### config.mk
export PLATFORM = sky130hd
export DESIGN_NAME = mqtt_fixed_header_parser_flat
export DESIGN_NICKNAME = d
export VERILOG_FILES = /design/src/mfh_pkg.sv /design/src/mfh_if.sv /design/src/mfh_in_reg.sv /design/src/mfh_decode.sv /design/src/mfh_out_reg.sv /design/src/mqtt_fixed_header_parser.sv /design/src/flat_wrapper.sv
export SDC_FILE = /design/constraint.sdc
export NUM_CORES = 1
export LEC_CHECK = 0
export ABC_AREA = 1
export BUFFER_PORTS_ARGS = -buffer_cell sky130_fd_sc_hd__buf_2
export CAP_MARGIN = 20
export CORE_MARGIN = 4
export CORE_UTILIZATION = 52
export DETAILED_ROUTE_END_ITERATION = 8
export PLACE_DENSITY = 0.85
export SLEW_MARGIN = 20
export SYNTH_ARGS = -nofsm -noshare
export SYNTH_HDL_FRONTEND = slang
export SYNTH_SLANG_ARGS = --single-unit
### constraint.sdc
create_clock -name clk -period 3.4 [get_ports clk]
set_input_delay 0 -clock clk [delete_from_list [all_inputs] [get_ports clk]]
set_output_delay 0 -clock clk [all_outputs]
set_load 0.02 [all_outputs]
### src/mfh_pkg.sv
package mfh_pkg;

  localparam int unsigned LenWidth   = 28;
  localparam int unsigned GroupWidth = 7;
  localparam int unsigned LenBytes   = 4;

  typedef enum logic [1:0] {
    ST_OK    = 2'd0,
    ST_TRUNC = 2'd1,
    ST_LONG  = 2'd2
  } status_t;

  // One byte of the packet buffer
  typedef struct packed {
    logic [7:0] data_byte;
    logic       end_of_buffer;
  } byte_item_t;

  // One decoded fixed header
  typedef struct packed {
    status_t               status;
    logic [3:0]            message_type;
    logic                  duplicate;
    logic [1:0]            qos;
    logic                  retain_flag;
    logic [LenWidth-1:0]   remaining_length;
    logic [2:0]            header_bytes;
  } header_item_t;

endpackage

### src/mfh_if.sv
interface mfh_byte_if import mfh_pkg::*; ();
  logic       valid;
  logic       ready;
  logic [7:0] data_byte;
  logic       end_of_buffer;

  modport source (output valid, output data_byte, output end_of_buffer, input ready);
  modport sink (input valid, input data_byte, input end_of_buffer, output ready);
endinterface

interface mfh_header_if import mfh_pkg::*; ();
  logic                valid;
  logic                ready;
  status_t             status;
  logic [3:0]          message_type;
  logic                duplicate;
  logic [1:0]          qos;
  logic                retain_flag;
  logic [LenWidth-1:0] remaining_length;
  logic [2:0]          header_bytes;

  modport source (
    output valid, output status, output message_type, output duplicate,
    output qos, output retain_flag, output remaining_length,
    output header_bytes, input ready
  );
  modport sink (
    input valid, input status, input message_type, input duplicate,
    input qos, input retain_flag, input remaining_length,
    input header_bytes, output ready
  );
endinterface

### src/mfh_in_reg.sv
module mfh_in_reg import mfh_pkg::*; (
  input  logic       clk,
  input  logic       rst,
  input  logic       in_valid,
  output logic       in_ready,
  input  byte_item_t in_item,
  input  logic       advance,
  output logic       stage_valid,
  output byte_item_t stage_item
);

  // Take a new item whenever the stage is empty or moves on this cycle
  assign in_ready = !stage_valid || advance;

  // Hold the valid flag of the stage
  always_ff @(posedge clk) begin
    if (rst) begin
      stage_valid <= 1'b0;
    end else if (in_ready) begin
      stage_valid <= in_valid;
    end
  end

  // Capture the byte
  always_ff @(posedge clk) begin
    if (in_valid && in_ready) begin
      stage_item <= in_item;
    end
  end

endmodule

### src/mfh_decode.sv
module mfh_decode import mfh_pkg::*; (
  input  logic         clk,
  input  logic         rst,
  input  logic         advance,
  input  byte_item_t   item,
  output logic         emit,
  output header_item_t result
);

  logic [2:0]          byte_position;
  logic [2:0]          byte_position_next;
  logic [LenWidth-1:0] length_accumulator;
  logic [LenWidth-1:0] length_accumulator_next;
  logic [7:0]          first_byte;
  logic [7:0]          first_byte_next;
  logic                result_given;
  logic                result_given_next;
  logic [7:0]          ctrl_byte;
  logic [4:0]          group_shift;
  logic [LenWidth-1:0] group_value;
  status_t             status;
  logic [LenWidth-1:0] out_length;
  logic [2:0]          out_header;

  // Place the seven length bits by the position of the byte
  always_comb begin
    case (byte_position)
      3'd2:    group_shift = 5'd7;
      3'd3:    group_shift = 5'd14;
      3'd4:    group_shift = 5'd21;
      default: group_shift = 5'd0;
    endcase
  end

  assign group_value = LenWidth'(item.data_byte[GroupWidth-1:0]) << group_shift;
  assign ctrl_byte   = (byte_position == 3'd0) ? item.data_byte : first_byte;

  // Work out the next state and whether this byte settles the header
  always_comb begin
    byte_position_next      = byte_position;
    length_accumulator_next = length_accumulator;
    first_byte_next         = first_byte;
    result_given_next       = result_given;
    emit                    = 1'b0;
    status                  = ST_OK;
    out_length              = '0;
    out_header              = '0;
    if (!result_given) begin
      if (byte_position == 3'd0) begin
        first_byte_next    = item.data_byte;
        byte_position_next = 3'd1;
        if (item.end_of_buffer) begin
          emit   = 1'b1;
          status = ST_TRUNC;
        end
      end else if (byte_position <= 3'(LenBytes)) begin
        length_accumulator_next = length_accumulator | group_value;
        byte_position_next      = byte_position + 3'd1;
        if (!item.data_byte[7]) begin
          emit       = 1'b1;
          status     = ST_OK;
          out_length = length_accumulator | group_value;
          out_header = byte_position + 3'd1;
        end else if (item.end_of_buffer) begin
          emit   = 1'b1;
          status = ST_TRUNC;
        end
      end else begin
        emit   = 1'b1;
        status = ST_LONG;
      end
      if (emit) begin
        result_given_next = 1'b1;
      end
    end
    // Restart at the end of the buffer
    if (item.end_of_buffer) begin
      byte_position_next      = '0;
      length_accumulator_next = '0;
      first_byte_next         = '0;
      result_given_next       = 1'b0;
    end
  end

  // Pack the result
  always_comb begin
    result.status           = status;
    result.message_type     = ctrl_byte[7:4];
    result.duplicate        = ctrl_byte[3];
    result.qos              = ctrl_byte[2:1];
    result.retain_flag      = ctrl_byte[0];
    result.remaining_length = out_length;
    result.header_bytes     = out_header;
  end

  // Advance the parser state
  always_ff @(posedge clk) begin
    if (rst) begin
      byte_position      <= '0;
      length_accumulator <= '0;
      first_byte         <= '0;
      result_given       <= 1'b0;
    end else if (advance) begin
      byte_position      <= byte_position_next;
      length_accumulator <= length_accumulator_next;
      first_byte         <= first_byte_next;
      result_given       <= result_given_next;
    end
  end

`ifndef ASSERT_OFF
  a_pos_range: assert property (@(posedge clk) disable iff (rst)
    byte_position <= 3'(LenBytes + 1))
    else $error("byte position past the too-long point");

  a_ok_header: assert property (@(posedge clk) disable iff (rst)
    (advance && emit && status == ST_OK) |->
      (out_header >= 3'd2 && out_header <= 3'(LenBytes + 1)))
    else $error("header length out of range on a complete header");

  a_restart: assert property (@(posedge clk) disable iff (rst)
    (advance && item.end_of_buffer) |=> (byte_position == 3'd0 && !result_given))
    else $error("parser did not restart after the last byte");

  a_single: assert property (@(posedge clk) disable iff (rst)
    (advance && result_given) |-> !emit)
    else $error("second header result for one buffer");
`endif

endmodule

### src/mfh_out_reg.sv
module mfh_out_reg import mfh_pkg::*; (
  input  logic         clk,
  input  logic         rst,
  input  logic         load,
  input  header_item_t load_item,
  output logic         can_take,
  output logic         out_valid,
  input  logic         out_ready,
  output header_item_t out_item
);

  // Free when empty or when the waiting item leaves this cycle
  assign can_take = !out_valid || out_ready;

  // Hold the valid flag until the item is taken
  always_ff @(posedge clk) begin
    if (rst) begin
      out_valid <= 1'b0;
    end else if (can_take) begin
      out_valid <= load;
    end
  end

  // Capture the result
  always_ff @(posedge clk) begin
    if (load && can_take) begin
      out_item <= load_item;
    end
  end

endmodule

### src/mqtt_fixed_header_parser.sv
// MQTT fixed header parser. Bytes of one packet buffer arrive on the bytes
// channel, one per item, the last one marked by end_of_buffer. The block
// takes one byte per clock cycle while the header channel does not stall it,
// and gives one header item per buffer: status ok with type, flags,
// remaining length and header length (2 to 5) at the length byte whose
// continuation bit is clear; status truncated when the buffer ends before
// that; status too long at a sixth byte after four continued length bytes.
// Bytes after the result are dropped up to end_of_buffer, which restarts the
// parser. A taken byte is held in the input register, and the combinational
// decode logic loads the result register from it once that register is free.
// Backpressure from the header channel stalls the byte channel only once the
// result register holds an untaken item.
module mqtt_fixed_header_parser import mfh_pkg::*; (
  input logic          clk,
  input logic          rst,
  mfh_byte_if.sink     bytes,
  mfh_header_if.source result
);

  byte_item_t   in_item;
  byte_item_t   stage_item;
  logic         stage_valid;
  logic         advance;
  logic         out_can_take;
  logic         emit;
  header_item_t dec_item;
  header_item_t out_item;

  assign in_item.data_byte     = bytes.data_byte;
  assign in_item.end_of_buffer = bytes.end_of_buffer;

  // Move the staged byte through decode when the result register is free
  assign advance = stage_valid && out_can_take;

  mfh_in_reg u_in_reg (
    .clk         (clk),
    .rst         (rst),
    .in_valid    (bytes.valid),
    .in_ready    (bytes.ready),
    .in_item     (in_item),
    .advance     (advance),
    .stage_valid (stage_valid),
    .stage_item  (stage_item)
  );

  mfh_decode u_decode (
    .clk     (clk),
    .rst     (rst),
    .advance (advance),
    .item    (stage_item),
    .emit    (emit),
    .result  (dec_item)
  );

  mfh_out_reg u_out_reg (
    .clk       (clk),
    .rst       (rst),
    .load      (advance && emit),
    .load_item (dec_item),
    .can_take  (out_can_take),
    .out_valid (result.valid),
    .out_ready (result.ready),
    .out_item  (out_item)
  );

  assign result.status           = out_item.status;
  assign result.message_type     = out_item.message_type;
  assign result.duplicate        = out_item.duplicate;
  assign result.qos              = out_item.qos;
  assign result.retain_flag      = out_item.retain_flag;
  assign result.remaining_length = out_item.remaining_length;
  assign result.header_bytes     = out_item.header_bytes;

endmodule
### src/flat_wrapper.sv
// flat-port wrapper written by rule: the top's interface ports become plain ports
module mqtt_fixed_header_parser_flat import mfh_pkg::*;
  (clk, rst, bytes_valid, bytes_data_byte, bytes_end_of_buffer, bytes_ready, result_valid, result_status, result_message_type, result_duplicate, result_qos, result_retain_flag, result_remaining_length, result_header_bytes, result_ready);
  mfh_byte_if bytes_i ();
  mfh_header_if result_i ();
  input logic clk;
  input logic rst;
  input wire logic [$bits(bytes_i.valid)-1:0] bytes_valid;
  input wire logic [$bits(bytes_i.data_byte)-1:0] bytes_data_byte;
  input wire logic [$bits(bytes_i.end_of_buffer)-1:0] bytes_end_of_buffer;
  output wire logic [$bits(bytes_i.ready)-1:0] bytes_ready;
  output wire logic [$bits(result_i.valid)-1:0] result_valid;
  output wire logic [$bits(result_i.status)-1:0] result_status;
  output wire logic [$bits(result_i.message_type)-1:0] result_message_type;
  output wire logic [$bits(result_i.duplicate)-1:0] result_duplicate;
  output wire logic [$bits(result_i.qos)-1:0] result_qos;
  output wire logic [$bits(result_i.retain_flag)-1:0] result_retain_flag;
  output wire logic [$bits(result_i.remaining_length)-1:0] result_remaining_length;
  output wire logic [$bits(result_i.header_bytes)-1:0] result_header_bytes;
  input wire logic [$bits(result_i.ready)-1:0] result_ready;
  assign bytes_i.valid = bytes_valid;
  assign bytes_i.data_byte = bytes_data_byte;
  assign bytes_i.end_of_buffer = bytes_end_of_buffer;
  assign bytes_ready = bytes_i.ready;
  assign result_valid = result_i.valid;
  assign result_status = result_i.status;
  assign result_message_type = result_i.message_type;
  assign result_duplicate = result_i.duplicate;
  assign result_qos = result_i.qos;
  assign result_retain_flag = result_i.retain_flag;
  assign result_remaining_length = result_i.remaining_length;
  assign result_header_bytes = result_i.header_bytes;
  assign result_i.ready = result_ready;
  mqtt_fixed_header_parser u_core (.clk(clk), .rst(rst), .bytes(bytes_i), .result(result_i));
endmodule
Yosys cells after proc, flatten, opt, wreduce, memory -nomap -nowiden
Index checks and enable logic that the tools add are counted.
{"block": "totals", "ff_bits": 92, "in_bits": 13, "output_inout_bits": 43}
{"block": "op_classes", "addsub": 1, "magnitude_cmp": 1, "eq_ne": 5, "shift": 1, "n_mux": 25, "bitwise_logic": 2, "n_reduce_logical": 15}
{"operator": "$mux 28", "n": 4}
{"operator": "$or 28x28->28", "n": 1}
{"operator": "$shl 7x5->28", "n": 1}
{"operator": "$mux 8", "n": 3}
{"operator": "$pmux 5 s3", "n": 1}
{"operator": "$mux 3", "n": 4}
{"operator": "$mux 1", "n": 10}
{"operator": "$eq 3x2->1 const B", "n": 2}
{"operator": "$mux 2", "n": 3}
{"operator": "$logic_and 1x1->1", "n": 4}
{"operator": "$ne 2x1->1 const B", "n": 2}
{"operator": "$reduce_and 4->1", "n": 1}
{"operator": "$reduce_or 4->1", "n": 1}
{"operator": "$add 3x1->3 const B", "n": 1}
{"operator": "$eq 3x3->1 const B", "n": 1}
{"operator": "$le 3x3->1 const B", "n": 1}
{"operator": "$logic_not 3->1", "n": 1}
{"operator": "$reduce_and 3->1", "n": 1}
{"operator": "$reduce_bool 3->1", "n": 1}
{"operator": "$logic_not 1->1", "n": 2}
{"operator": "$logic_or 1x1->1", "n": 2}
{"operator": "$reduce_and 2->1", "n": 1}
{"operator": "$reduce_bool 2->1", "n": 1}
{"operator": "$not 1->1", "n": 1}

Depth between registers and ports, before layout
Gate-level depths: netlist (run 1).
{"block": "depth", "ltp_word": 8, "mapped_depth": 14, "depth_no_buf": 14}

By module
Synthesis (run 1) repeated with hierarchy kept, for this count alone.
{"block": "hier_totals", "cells_unflattened": 452, "hier_area_um2": 4048.9}
{"mod": "mfh_decode", "instances": 1, "cells_per_inst": 386, "area_per_inst_um2": 2434.8, "seq_area_each_um2": 800.8}
{"mod": "mfh_out_reg", "instances": 1, "cells_per_inst": 47, "area_per_inst_um2": 1278.7, "seq_area_each_um2": 1251.2}
{"mod": "mfh_in_reg", "instances": 1, "cells_per_inst": 15, "area_per_inst_um2": 317.8, "seq_area_each_um2": 290.3}
{"mod": "mqtt_fixed_header_parser", "instances": 1, "cells_per_inst": 4, "area_per_inst_um2": 17.5, "seq_area_each_um2": 0.0}

Worst setup path after synthesis (run 1)
Ideal clock, no wire load.
{"block": "synth_timing", "path_kind": "reg-to-reg", "from": "reg u_core.u_decode.byte_position[0]", "to": "reg, netlist name u_core.u_out_reg.out_item[0]", "setup_ns": 0.455, "arrival_ns": 3.237, "required_time_ns": 2.945, "path_slack_ns": -0.292, "path_stages_with_launch": 8, "n_path_buf": 0, "synth_period_minus_slack_ns": 3.692, "cell_sequence": "dfxtp_1 > inv_1 > ha_1 > inv_1 > nor2_8 > o21ai_0 > nand2_1 > a21oi_1"}
{"block": "synth_via", "elab_chain_len": 7}
{"item": "start, declared", "line": "mfh_decode.sv:10", "source": "logic [2:0] byte_position;"}
{"item": "start signal, assigned", "line": "mfh_decode.sv:104", "source": "byte_position <= byte_position_next;"}
{"item": "$le 3x3->1", "line": "mfh_decode.sv:56", "source": "end else if (byte_position <= 3'(LenBytes)) begin"}
{"item": "$mux 1", "line": "mfh_decode.sv:56"}
{"item": "$mux 1 (*)", "line": "mfh_decode.sv:49", "source": "if (byte_position == 3'd0) begin"}
{"item": "$mux 1 (*) (2 in series)", "line": "mfh_decode.sv:48", "source": "if (!result_given) begin"}
{"item": "$logic_and 1x1->1 (*)", "line": "mqtt_fixed_header_parser.sv:58", "source": ".load (advance && emit),"}
{"item": "$logic_and 1x1->1 (*)", "line": "mfh_out_reg.sv:26", "source": "if (load && can_take) begin"}
Every way passes the cells marked *; elsewhere a longest branch is shown, timed or not. The select of a mux whose other input is x is not followed.
A chain may end at the register's enable or synchronous reset.

Worst setup path in the final report (run 1)
{"block": "layout_timing", "from": "reg u_core.u_decode.byte_position[0]", "to": "reg u_core.u_decode.length_accumulator[3]"}
{"block": "layout_via", "elab_chain_len": 8}
{"item": "$eq 3x3->1 or $eq 3x2->1 (tied branches)", "line": "mfh_decode.sv:27", "source": "case (byte_position)"}
{"item": "$pmux 5 s3", "line": "mfh_decode.sv:27"}
{"item": "$shl 7x5->28", "line": "mfh_decode.sv:35", "source": "assign group_value = LenWidth'(item.data_byte[GroupWidth-1:0]) << group_shift;"}
{"item": "$or 28x28->28", "line": "mfh_decode.sv:57", "source": "length_accumulator_next = length_accumulator | group_value;"}
{"item": "$mux 28", "line": "mfh_decode.sv:56"}
{"item": "$mux 28", "line": "mfh_decode.sv:49"}
{"item": "$mux 28", "line": "mfh_decode.sv:48"}
{"item": "$mux 28", "line": "mfh_decode.sv:77", "source": "if (item.end_of_buffer) begin"}
{"item": "end signal, assigned", "line": "mfh_decode.sv:105", "source": "length_accumulator <= length_accumulator_next;"}
{"item": "end, declared", "line": "mfh_decode.sv:12", "source": "logic [LenWidth-1:0] length_accumulator;"}
Parallel ways exist; a longest one is shown, timed or not. The select of a mux whose other input is x is not followed.

==> metrics.md, run 1 <==
| Metric | Value |
|---|---|
| Leakage power | 0.00197 uW |
| Routed len/inst | 15.2 um |
| Synthesized area | 0.00422 mm^2 |
| Diode count | 0 |
| Final hold vios | 0 |
| Post-synth top area share | 35.5% |
| Seq pwr share | 51.7% |
| Post-synth top flop | edfxtp_1 |
| Worst Hold Class | in -> reg |
| Headroom to the max-slew limit | 40.1% |
| Max-Cap Viols | 0 |
| Hold path depth | 2 |
| Placed Area | 0.00457 mm^2 |
| Sw Share | 27.7% |
| Placement Rows | 32 |
| Status | complete, no violations |
| Post-route cell area | 0.00492 mm^2 |
| R2r startpoint | u_core.u_decode.byte_position[0] |
| Mapped Cells | 467 |
| Clk network pwr share | 35.4% |
| Antenna-violating nets left | 0 |
| Hold slack | 0.152 ns |
| R2R cell count | 11 |
| Post-synth EDFFs | 50 |
| Number of global-route vias before repair | 3327 |
| Largest family of logic cells by synthesized area | simple AND/OR/NAND/NOR gates |
| Antenna violations before repair | 0 |
| WL final | 9.71 mm |
| Yosys warns | 0 |
| Port bufs | 55 |
| Internal power | 1730 uW |
| RSZ-0062 raised after global routing | false |
| Die Ht | 98.1 um |
| TritonRoute pass-1 iters | 7 |
| Synthesized flop and latch total | 92 |
| Clock skew | 0.0101 ns |
| Post-DP HPWL | 6.74 mm |
| Critical-path maximum fanout | 15 |
| Hold_sp | rst |
| Switch Pwr | 662 uW |
| Synth Area in Compound Gates | 13.3% |
| Crit path capture type | register |
| Htree depth | 3 |
| Setup slack after layout | 0.788 ns |
| CTS sink count | 92 |
| Synth Area in Adders | 1.78% |
| Mux cell area share after synthesis | 0% |
| Fin crit period | 2.61 ns |
| DRT iter0 DRCs | 403 |
| Top cells by area, synth | edfxtp_1 36%, dfxtp_1 20%, nand2_1 9.5% |
| Period utilisation layout | 76.8% |
| Grt ovf | 0 |
| Post-CTS Resized | 0 |
| Mapped Avg Cell Area | 9.05 um^2 |
| TritonCTS Buffers | 9 |
| First-pass GRT wire length | 16.2 mm |
| Postcts setup bufs | 0 |
| Vias per cell | 5.56 |
| Largest net degree at the start of global routing | 31 |
| Peak supply drop | 0.217 mV |
| Final GP Congestion | 0.907 |
| # DRC | 0 |
| Root buffer cell | clkbuf_8 |
| Syn nets | 486 |
| Via Count | 3542 |
| Synth cell types | 38 |
| Initial Util | 54.1% |
| Slew @ Worst Pin | 0.897 ns |
| XOR/XNOR share of the synthesized area | 0% |
| Worst endpoint required time | 3.69 ns |
| Area grow syn2layout | 16.4% |
| Worst-Skew Late Latency | 0.38 ns |
| Post-Synth Simple-Gate Area | 21.7% |
| WS Path Type | reg -> reg |
| Core area | 0.00781 mm^2 |
| CP Launch Point | u_core.u_decode.byte_position[0] |
| Max frequency | 383 MHz |
| Die area | 0.00963 mm^2 |
| Fin util | 63.0% |
| CTS tree | done |
| Setup TNS | 0 ns |
| Combinational power share | 12.9% |
| Clk buf depth | 2 |
| GRT Total Usage | 20.9% |
| WP data arrival | 2.91 ns |
| Critical Path Source Type | register |
| CTS clock-pin slew for the worst setup and hold paths | 0.09 ns |
| Num ports | 56 |
| Final nets | 549 |
| Slew Viols, Final | 0 |
| Sequential fraction of the synthesis area | 55.5% |
| Die W | 98.1 um |
| DP Worst Slack | 0.843 ns |
| FFs w/ async S/R, synth | 0% |
| Fraction of layout cells with a size suffix above 1 | 20.7% |
| Area leader, netlist | edfxtp_1 |
| Final setup fails | 0 |
| PwrDens | 486 mW/mm^2 |
placed cells by master, fill, tap and decap left out, drive strengths merged, types with 2 or more instances in the layout:
cell / Yosys / routed
a22oi: 8 / 8
bufinv: 0 / 2
nand3: 29 / 29
ha: 6 / 6
inv: 58 / 62
a21oi: 53 / 53
nand2: 114 / 114
dfxtp: 42 / 42
edfxtp: 50 / 50
clkbuf: 7 / 9
nor3: 12 / 12
nand4: 5 / 5
and2: 3 / 3
buf: 10 / 57
dlygate4sd3: 0 / 12
a31oi: 7 / 7
o21ai: 23 / 23
nor2: 34 / 34
final timing paths:
path / slack [ns] / to
worst max-delay path: 0.79 / u_core.u_decode.length_accumulator[3]
worst min register to register: 0.47 / u_core.u_decode.length_accumulator[17]
worst min-delay path: 0.15 / u_core.u_decode.first_byte[2]
worst max register to register: 0.79 / u_core.u_decode.length_accumulator[3]
what timing repair did:
item	4_1_cts	5_1_grt
endpoints found under the hold margin	11	0
hold buffers	12	0
setup endpoints to repair	0	0
power by group through the flow:
stage	Combinational [uW]	Sequential [uW]	Clock (uW)
final	309	1240	846
after global routing	337	1240	897
after CTS	304	1240	845
after detailed placement	292	1260	0
after global placement	285	1260	0
after floorplan	183	1290	0
worst max-delay path: stages (launching register included):
cell and delay (ns):
dfxtp_1 0.39, inv_1 0.13, ha_1 0.23, inv_1 0.19
nor2_8 0.07, inv_2 0.19, nand2_2 0.11, o21ai_4 0.49
nand2_4 0.27, clkinv_4 0.20, a21oi_1 0.07, nor3_1 0.19
flip-flops by register name (all words and copies together) (netlist names):
signal	flops
u_core.u_out_reg.out_valid	1
u_core.u_in_reg.stage_valid	1
u_core.u_decode.byte_position	3
u_core.u_out_reg.out_item	41
u_core.u_in_reg.stage_item	9
u_core.u_decode.length_accumulator	28
u_core.u_decode.result_given	1
u_core.u_decode.first_byte	8
routing by layer:
| metal | up-vias | GRT usage [%] | share of wire [%] |
|---|---|---|---|
| met3 | 26 | 3.29 | 8.1 |
| met4 | 0 | 9.66 | 2.3 |
| met2 | 192 | 33.2 | 47 |
| met1 | 1637 | 28.3 | 43 |
| li1 | 1687 | - | - |
| met5 | - | 0 | 0 |
cell families (layout without fill, tap and decap cells):
logic type | Yosys count | count (layout)
and+or+nand+nor | 198 | 198
AOI/OAI and AO/OA | 95 | 95
DFF | 92 | 92
buffers and inverters | 76 | 144
adders and majority gates | 6 | 6
cell usage after synthesis, types with 2 or more instances:
| library cell | number |
|---|---|
| a21oi_1 | 52 |
| a22oi_1 | 8 |
| a31oi_1 | 7 |
| and2_1 | 2 |
| buf_2 | 7 |
| buf_6 | 3 |
| clkbuf_1 | 6 |
| dfxtp_1 | 42 |
| edfxtp_1 | 50 |
| ha_1 | 6 |
| inv_1 | 53 |
| inv_2 | 4 |
| nand2_1 | 107 |
| nand2_2 | 5 |
| nand2_4 | 2 |
| nand3_1 | 27 |
| nand3_2 | 2 |
| nand4_1 | 5 |
| nor2_1 | 28 |
| nor2_2 | 3 |
| nor2_4 | 2 |
| nor3_1 | 8 |
| nor3_2 | 4 |
| o21ai_0 | 11 |
| o21ai_1 | 2 |
| o21ai_2 | 9 |
through the flow:
| step | total power (uW) | cells |
|---|---|---|
| 2_1_floorplan | 1470 | 467 |
| 3_3_place_gp | 1540 | 609 |
| 3_5_place_dp | 1550 | 609 |
| 4_1_cts | 2390 | 637 |
| 5_1_grt | 2480 | 637 |
| 6_report | 2390 | 637 |
area by class of cell:
| class | instances | area, um^2 |
|---|---|---|
| fill | 659 | 2890 |
| sequential | 92 | 2340 |
| multi-input combinational | 299 | 1570 |
| timing repair buffer | 69 | 423 |
| inverter | 59 | 229 |
| tap | 102 | 128 |
| clock buffer | 9 | 124 |
| clock inverter | 7 | 105 |
Note: power is estimated with default switching activity, not from simulation.
==> inputs of run 2 (changes only) <==
CORE_UTILIZATION = 57   (was 52)
PLACE_DENSITY = 0.88   (was 0.85)
clock period = 2.5 ns   (was 3.4 ns; I/O delays follow)
==> run 2 against run 1 <==
Net effect: first-iteration DRC count decreased by 36%; setup slack got worse by 0.56 ns; clock skew down 0.0013 ns; register-to-register slack got worse by 0.56 ns; critical path depth is 3 lower; sequential power increased by 35%; cell count increased by 0.78%; flip-flop and latch count is the same; non-clock buffer count is 8 higher; maximum frequency rose by 15%; critical path type unchanged; largest cell class unchanged; highest routed layer unchanged.
==> metrics.md, run 2 (synthesis results as in run 1) <==
| Metric | Value |
|---|---|
| Status | complete, no violations |
| Clk buf depth | 2 |
| Core area | 0.00721 mm^2 |
| Register area | 0.00234 mm^2 |
| Initial Util | 58.6% |
| Area grow syn2layout | 16.7% |
| Worst Hold Class | in -> reg |
| Worst-Skew Late Latency | 0.37 ns |
| # DRC | 0 |
| Max frequency | 440 MHz |
| Postcts setup bufs | 0 |
| WL final | 9.71 mm |
| Diode count | 0 |
| Hold Buf Count CTS | 12 |
| PwrDens | 632 mW/mm^2 |
| Root buffer cell | clkbuf_8 |
| Headroom to the max-slew limit | 64.0% |
| Commonest non-fill, non-tap cell in the layout | nand2_1 |
| GRT Total Usage | 23.3% |
| Period utilisation layout | 90.8% |
| WS Path Type | reg -> reg |
| Multi-input gate area | 0.00157 mm^2 |
| CTS tree | done |
| Worst endpoint required time | 2.54 ns |
| Most frequent cells in the layout | 107 x nand2_1, 55 x buf_2, 53 x inv_1 |
| Vias per cell | 5.48 |
| Fraction of layout cells with a size suffix above 1 | 21.9% |
| Final GP Congestion | 0.952 |
| Worst Hold End | u_core.u_decode.first_byte[6] |
| Fillers | 566 |
| RSZ-0062 raised after global routing | false |
| Die area | 0.00885 mm^2 |
| FF-to-FF End | u_core.u_out_reg.out_item[27] |
| Biggest register | u_core.u_out_reg.out_item |
| Slew Viols, Final | 0 |
| Setup slack after layout | 0.229 ns |
| Antenna violations before repair | 0 |
| Clock skew | 0.00873 ns |
| Hold path depth | 3 |
| Slew @ Worst Pin | 0.538 ns |
| Grt ovf | 0 |
| Setup TNS | 0 ns |
| Placement Rows | 31 |
| Final nets | 557 |
| Largest registers | u_core.u_out_reg.out_item: 41 flops, u_core.u_decode.length_accumulator: 28 flops, u_core.u_in_reg.stage_item: 9 flops |
| Final setup fails | 0 |
| R2R cell count | 8 |
| Die W | 94.1 um |
| Final hold vios | 0 |
| Reg-to-reg setup timing slack | 0.23 ns |
| First-pass GRT wire length | 15.8 mm |
| DP Worst Slack | 0.273 ns |
| Hold_sp | rst |
| Placed Cells | 614 |
| Finished Layout Cells | 642 |
| Num ports | 56 |
| Htree depth | 3 |
| Die Ht | 94.1 um |
| CTS clock-pin slew for the worst setup and hold paths | 0.09 ns |
| WP data arrival | 2.31 ns |
| Via Count | 3517 |
| Crit path capture type | register |
| R2r startpoint | u_core.u_decode.byte_position[0] |
| Port bufs | 55 |
| Critical-path maximum fanout | 24 |
| Peak supply drop | 0.342 mV |
| TritonCTS Buffers | 9 |
| Antenna-violating nets left | 0 |
| Post-CTS Resized | 0 |
| Post-DP HPWL | 6.85 mm |
| Leakage power | 0.00199 uW |
| TritonRoute pass-1 iters | 6 |
| Number of global-route vias before repair | 3355 |
| Critical Path Source Type | register |
| Largest register FFs | 41 |
| DRT iter0 DRCs | 259 |
| Max-Cap Viols | 0 |
| CTS sink count | 92 |
| Fin crit period | 2.27 ns |
| Largest net degree at the start of global routing | 30 |
| Routed len/inst | 15.1 um |
[run 2: changes by cell type in the layout (fill, tap and decap cells not counted), sizes merged]
| cell | delta |
|---|---|
| buf | +8 |
| bufinv | -1 |
| clkinv | +4 |
| inv | -3 |
[run 2: layout make-up]
cell class,instances,area share (%)
clock inverters,7,1.55
well taps,99,2.51
inverters,59,4.64
flip-flops and latches,92,47.5
clock buffers,9,2.51
repair buffers,77,9.54
multi-input cells,299,31.7
[run 2: routing by layer]
metal  share of wire [%]  vias up  track usage, %
met3                 6.5       17            4.49
met5                   0        -               0
met1                  42     1651            29.2
met2                  50      149            38.9
li1                    -     1700               -
met4                 1.7        0            10.3
[run 2: critical path: stages, from the launching register on]
cell and delay [ns]:
dfxtp_1 0.38, inv_1 0.13, ha_1 0.24, inv_1 0.20, nor2_8 0.07, o21ai_0 0.26
nand2_1 0.17, a21oi_4 0.15, buf_4 0.32
[run 2: through the flow]
step	total power [uW]	utilization (%)	area (um^2)	hold slack (ns)
after global routing	3230	68.3	4930	0.156
after detailed placement	2120	63.9	4610	0.178
after CTS	3120	68.3	4930	0.117
after floorplan	2000	-	4240	0.0989
after global placement	2110	63.9	4610	0.176
final	3110	68.3	4930	0.142
[run 2: worst max-delay path by stage]
| stage | end | from | slack, ns | cells after the start |
|---|---|---|---|---|
| after CTS | u_core.u_out_reg.out_item[27] | u_core.u_decode.byte_position[0] | 0.25 | 8 |
| final | u_core.u_out_reg.out_item[27] | u_core.u_decode.byte_position[0] | 0.23 | 8 |
| after global placement | u_core.u_out_reg.out_item[22] | u_core.u_decode.byte_position[0] | 0.42 | 10 |
| after detailed placement | u_core.u_out_reg.out_item[10] | u_core.u_decode.byte_position[0] | 0.27 | 8 |
| after floorplan | u_core.u_out_reg.out_item[0] | u_core.u_decode.byte_position[0] | 0.12 | 7 |
| after global routing | u_core.u_out_reg.out_item[26] | u_core.u_decode.byte_position[0] | 0.07 | 12 |
[run 2: report_power, final]
part	internal [uW]	total, uW	switching (uW)
Combinational	126	429	303
Clock	468	1010	539
Sequential	1650	1680	25.1
==> inputs of run 3 (changes only) <==
BUFFER_PORTS_ARGS = -buffer_cell sky130_fd_sc_hd__buf_4   (was -buffer_cell sky130_fd_sc_hd__buf_2)
SKIP_CTS_REPAIR_TIMING = 1   (was not set)
==> run 3 against run 2 <==
Net effect: non-clock buffer count decreased by 3; sequential power about the same; clock power increased by 9.9%; register-to-register slack improved by 0.02 ns; critical path depth unchanged; sequential share of layout area decreased by 1.3 points; global-route usage decreased by 1.1 points; critical endpoint is now u_core.u_out_reg.out_item[24]; largest cell class unchanged; highest routed layer unchanged.
==> metrics.md, run 3 (synthesis results as in run 1) <==
| Metric | Value |
|---|---|
| Commonest non-fill, non-tap cell in the layout | nand2_1 |
| Number of global-route vias before repair | 3362 |
| Biggest register | u_core.u_out_reg.out_item |
| Area grow syn2layout | 20.0% |
| Placement Rows | 31 |
| Die W | 94.1 um |
| Post-DP HPWL | 6.77 mm |
| Period utilisation layout | 89.9% |
| Fraction of layout cells with a size suffix above 1 | 21.5% |
| Leakage power | 0.00204 uW |
| Largest register FFs | 41 |
| Critical Path Source Type | register |
| Fin crit period | 2.25 ns |
| Core area | 0.00721 mm^2 |
| Headroom to the max-slew limit | 65.6% |
| Via Count | 3547 |
| Slew @ Worst Pin | 0.514 ns |
| Worst Hold Class | in -> reg |
| Clock skew | 0.0106 ns |
| Top cell by count, worst path | inv_1 |
| Post-route cell area | 0.00507 mm^2 |
| Slowest-stage cell, CP | dfxtp_1 |
| Worst endpoint required time | 2.53 ns |
| Die Ht | 94.1 um |
| CP Cell Sequence | inv_1, ha_1, inv_1, nor2_8, o21ai_0, nand2_1, a21oi_4, buf_4 |
| Fillers | 537 |
| Multi-input gate area | 0.00157 mm^2 |
| Worst-Skew Late Latency | 0.36 ns |
| Final GP Congestion | 0.965 |
| Crit path capture type | register |
| Antenna violations before repair | 0 |
| PwrDens | 639 mW/mm^2 |
| CP peak stage delay | 0.38 ns |
| # DRC | 0 |
| CTS sink count | 92 |
| Slew Viols, Final | 0 |
| Fin util | 70.3% |
| Placed Area | 0.00473 mm^2 |
| Status | complete, no violations |
| Setup TNS | 0 ns |
| Diode count | 0 |
| WS Path Type | reg -> reg |
| Largest registers | u_core.u_out_reg.out_item: 41 flops, u_core.u_decode.length_accumulator: 28 flops, u_core.u_in_reg.stage_item: 9 flops |
| DRT iter0 DRCs | 363 |
| Clk buf depth | 2 |
| Hold slack | 0.0408 ns |
| Max-Cap Viols | 0 |
| RSZ-0062 raised after global routing | false |
| First-pass GRT wire length | 15.3 mm |
| Grt ovf | 0 |
| Max frequency | 445 MHz |
| WL final | 9.55 mm |
| Critical-path maximum fanout | 24 |
| TritonRoute pass-1 iters | 5 |
| Routed len/inst | 15.0 um |
| Root buffer cell | clkbuf_8 |
| Port bufs | 55 |
| Num ports | 56 |
| GRT Total Usage | 22.2% |
| WP data arrival | 2.28 ns |
| CTS clock-pin slew for the worst setup and hold paths | 0.08 ns |
| Largest net degree at the start of global routing | 31 |
| Die area | 0.00885 mm^2 |
| Antenna-violating nets left | 0 |
| CTS tree | done |
| Initial Util | 58.6% |
| Final hold vios | 0 |
| Register area | 0.00234 mm^2 |
| Final nets | 554 |
| Peak supply drop | 0.494 mV |
| TritonCTS Buffers | 9 |
| Vias per cell | 5.55 |
| Final setup fails | 0 |
| Htree depth | 3 |
| Most frequent cells in the layout | 107 x nand2_1, 63 x buf_4, 53 x inv_1 |
[run 3: cell count changes in the layout (fill, tap and decap cells not counted)]
cell / change
clkinv_4: -2
inv_6: +1
bufinv_16: +1
clkbuf_1: +1
clkbuf_8: +1
dlygate4sd3_1: -1
clkinvlp_4: +1
inv_8: -1
buf_4: +53
clkinv_2: -2
buf_2: -55
[run 3: worst paths after layout]
| path | from | end | slack (ns) | cells past startpoint |
|---|---|---|---|---|
| max | u_core.u_decode.byte_position[0] | u_core.u_out_reg.out_item[24] | 0.25 | 8 |
| min | rst | u_core.u_decode.first_byte[2] | 0.04 | 2 |
| max reg2reg | u_core.u_decode.byte_position[0] | u_core.u_out_reg.out_item[24] | 0.25 | 8 |
| min reg2reg | u_core.u_decode.length_accumulator[19] | u_core.u_decode.length_accumulator[19] | 0.47 | 2 |
[run 3: critical path, delay by kind of cell (launching register included)]
kind / cells / cell delay (ns)
buffers and inverters: 3 / 0.67
AOI/OAI and AO/OA: 2 / 0.40
and+or+nand+nor: 2 / 0.23
DFF: 1 / 0.38
adders and majority gates: 1 / 0.23
[run 3: metal layers]
layer | global-route usage, % | wire length, um | part of all wire [%] | vias up
met2 | 35.5 | 4650 | 49 | 172
met1 | 29.5 | 3980 | 42 | 1668
li1 | - | - | - | 1693
met5 | 0 | 0 | 0 | -
met4 | 10.5 | 168 | 1.8 | 0
met3 | 3.53 | 755 | 7.9 | 14
[run 3: area by class of cell]
cell class / count / share of cell area (%)
Sequential cell: 92 / 46.2
Timing Repair Buffer: 74 / 11.5
Multi-Input combinational cell: 299 / 30.9
Tap cell: 99 / 2.44
Clock inverter: 5 / 1.65
Inverter: 59 / 4.52
Clock buffer: 11 / 2.79
[run 3: power breakdown]
| group | total (uW) | internal, uW | switching [uW] |
|---|---|---|---|
| Sequential | 1680 | 1650 | 27.7 |
| Combinational | 450 | 147 | 303 |
| Clock | 1110 | 594 | 512 |
| Total | 3240 | 2390 | 843 |
[run 3: metrics by stage]
step	setup WS, ns	cells	total power, uW
3_3_place_gp	0.422	612	2130
6_report	0.252	639	3240
2_1_floorplan	0.118	467	2000
4_1_cts	0.265	628	3230
3_5_place_dp	0.276	612	2140
5_1_grt	0.145	639	3360
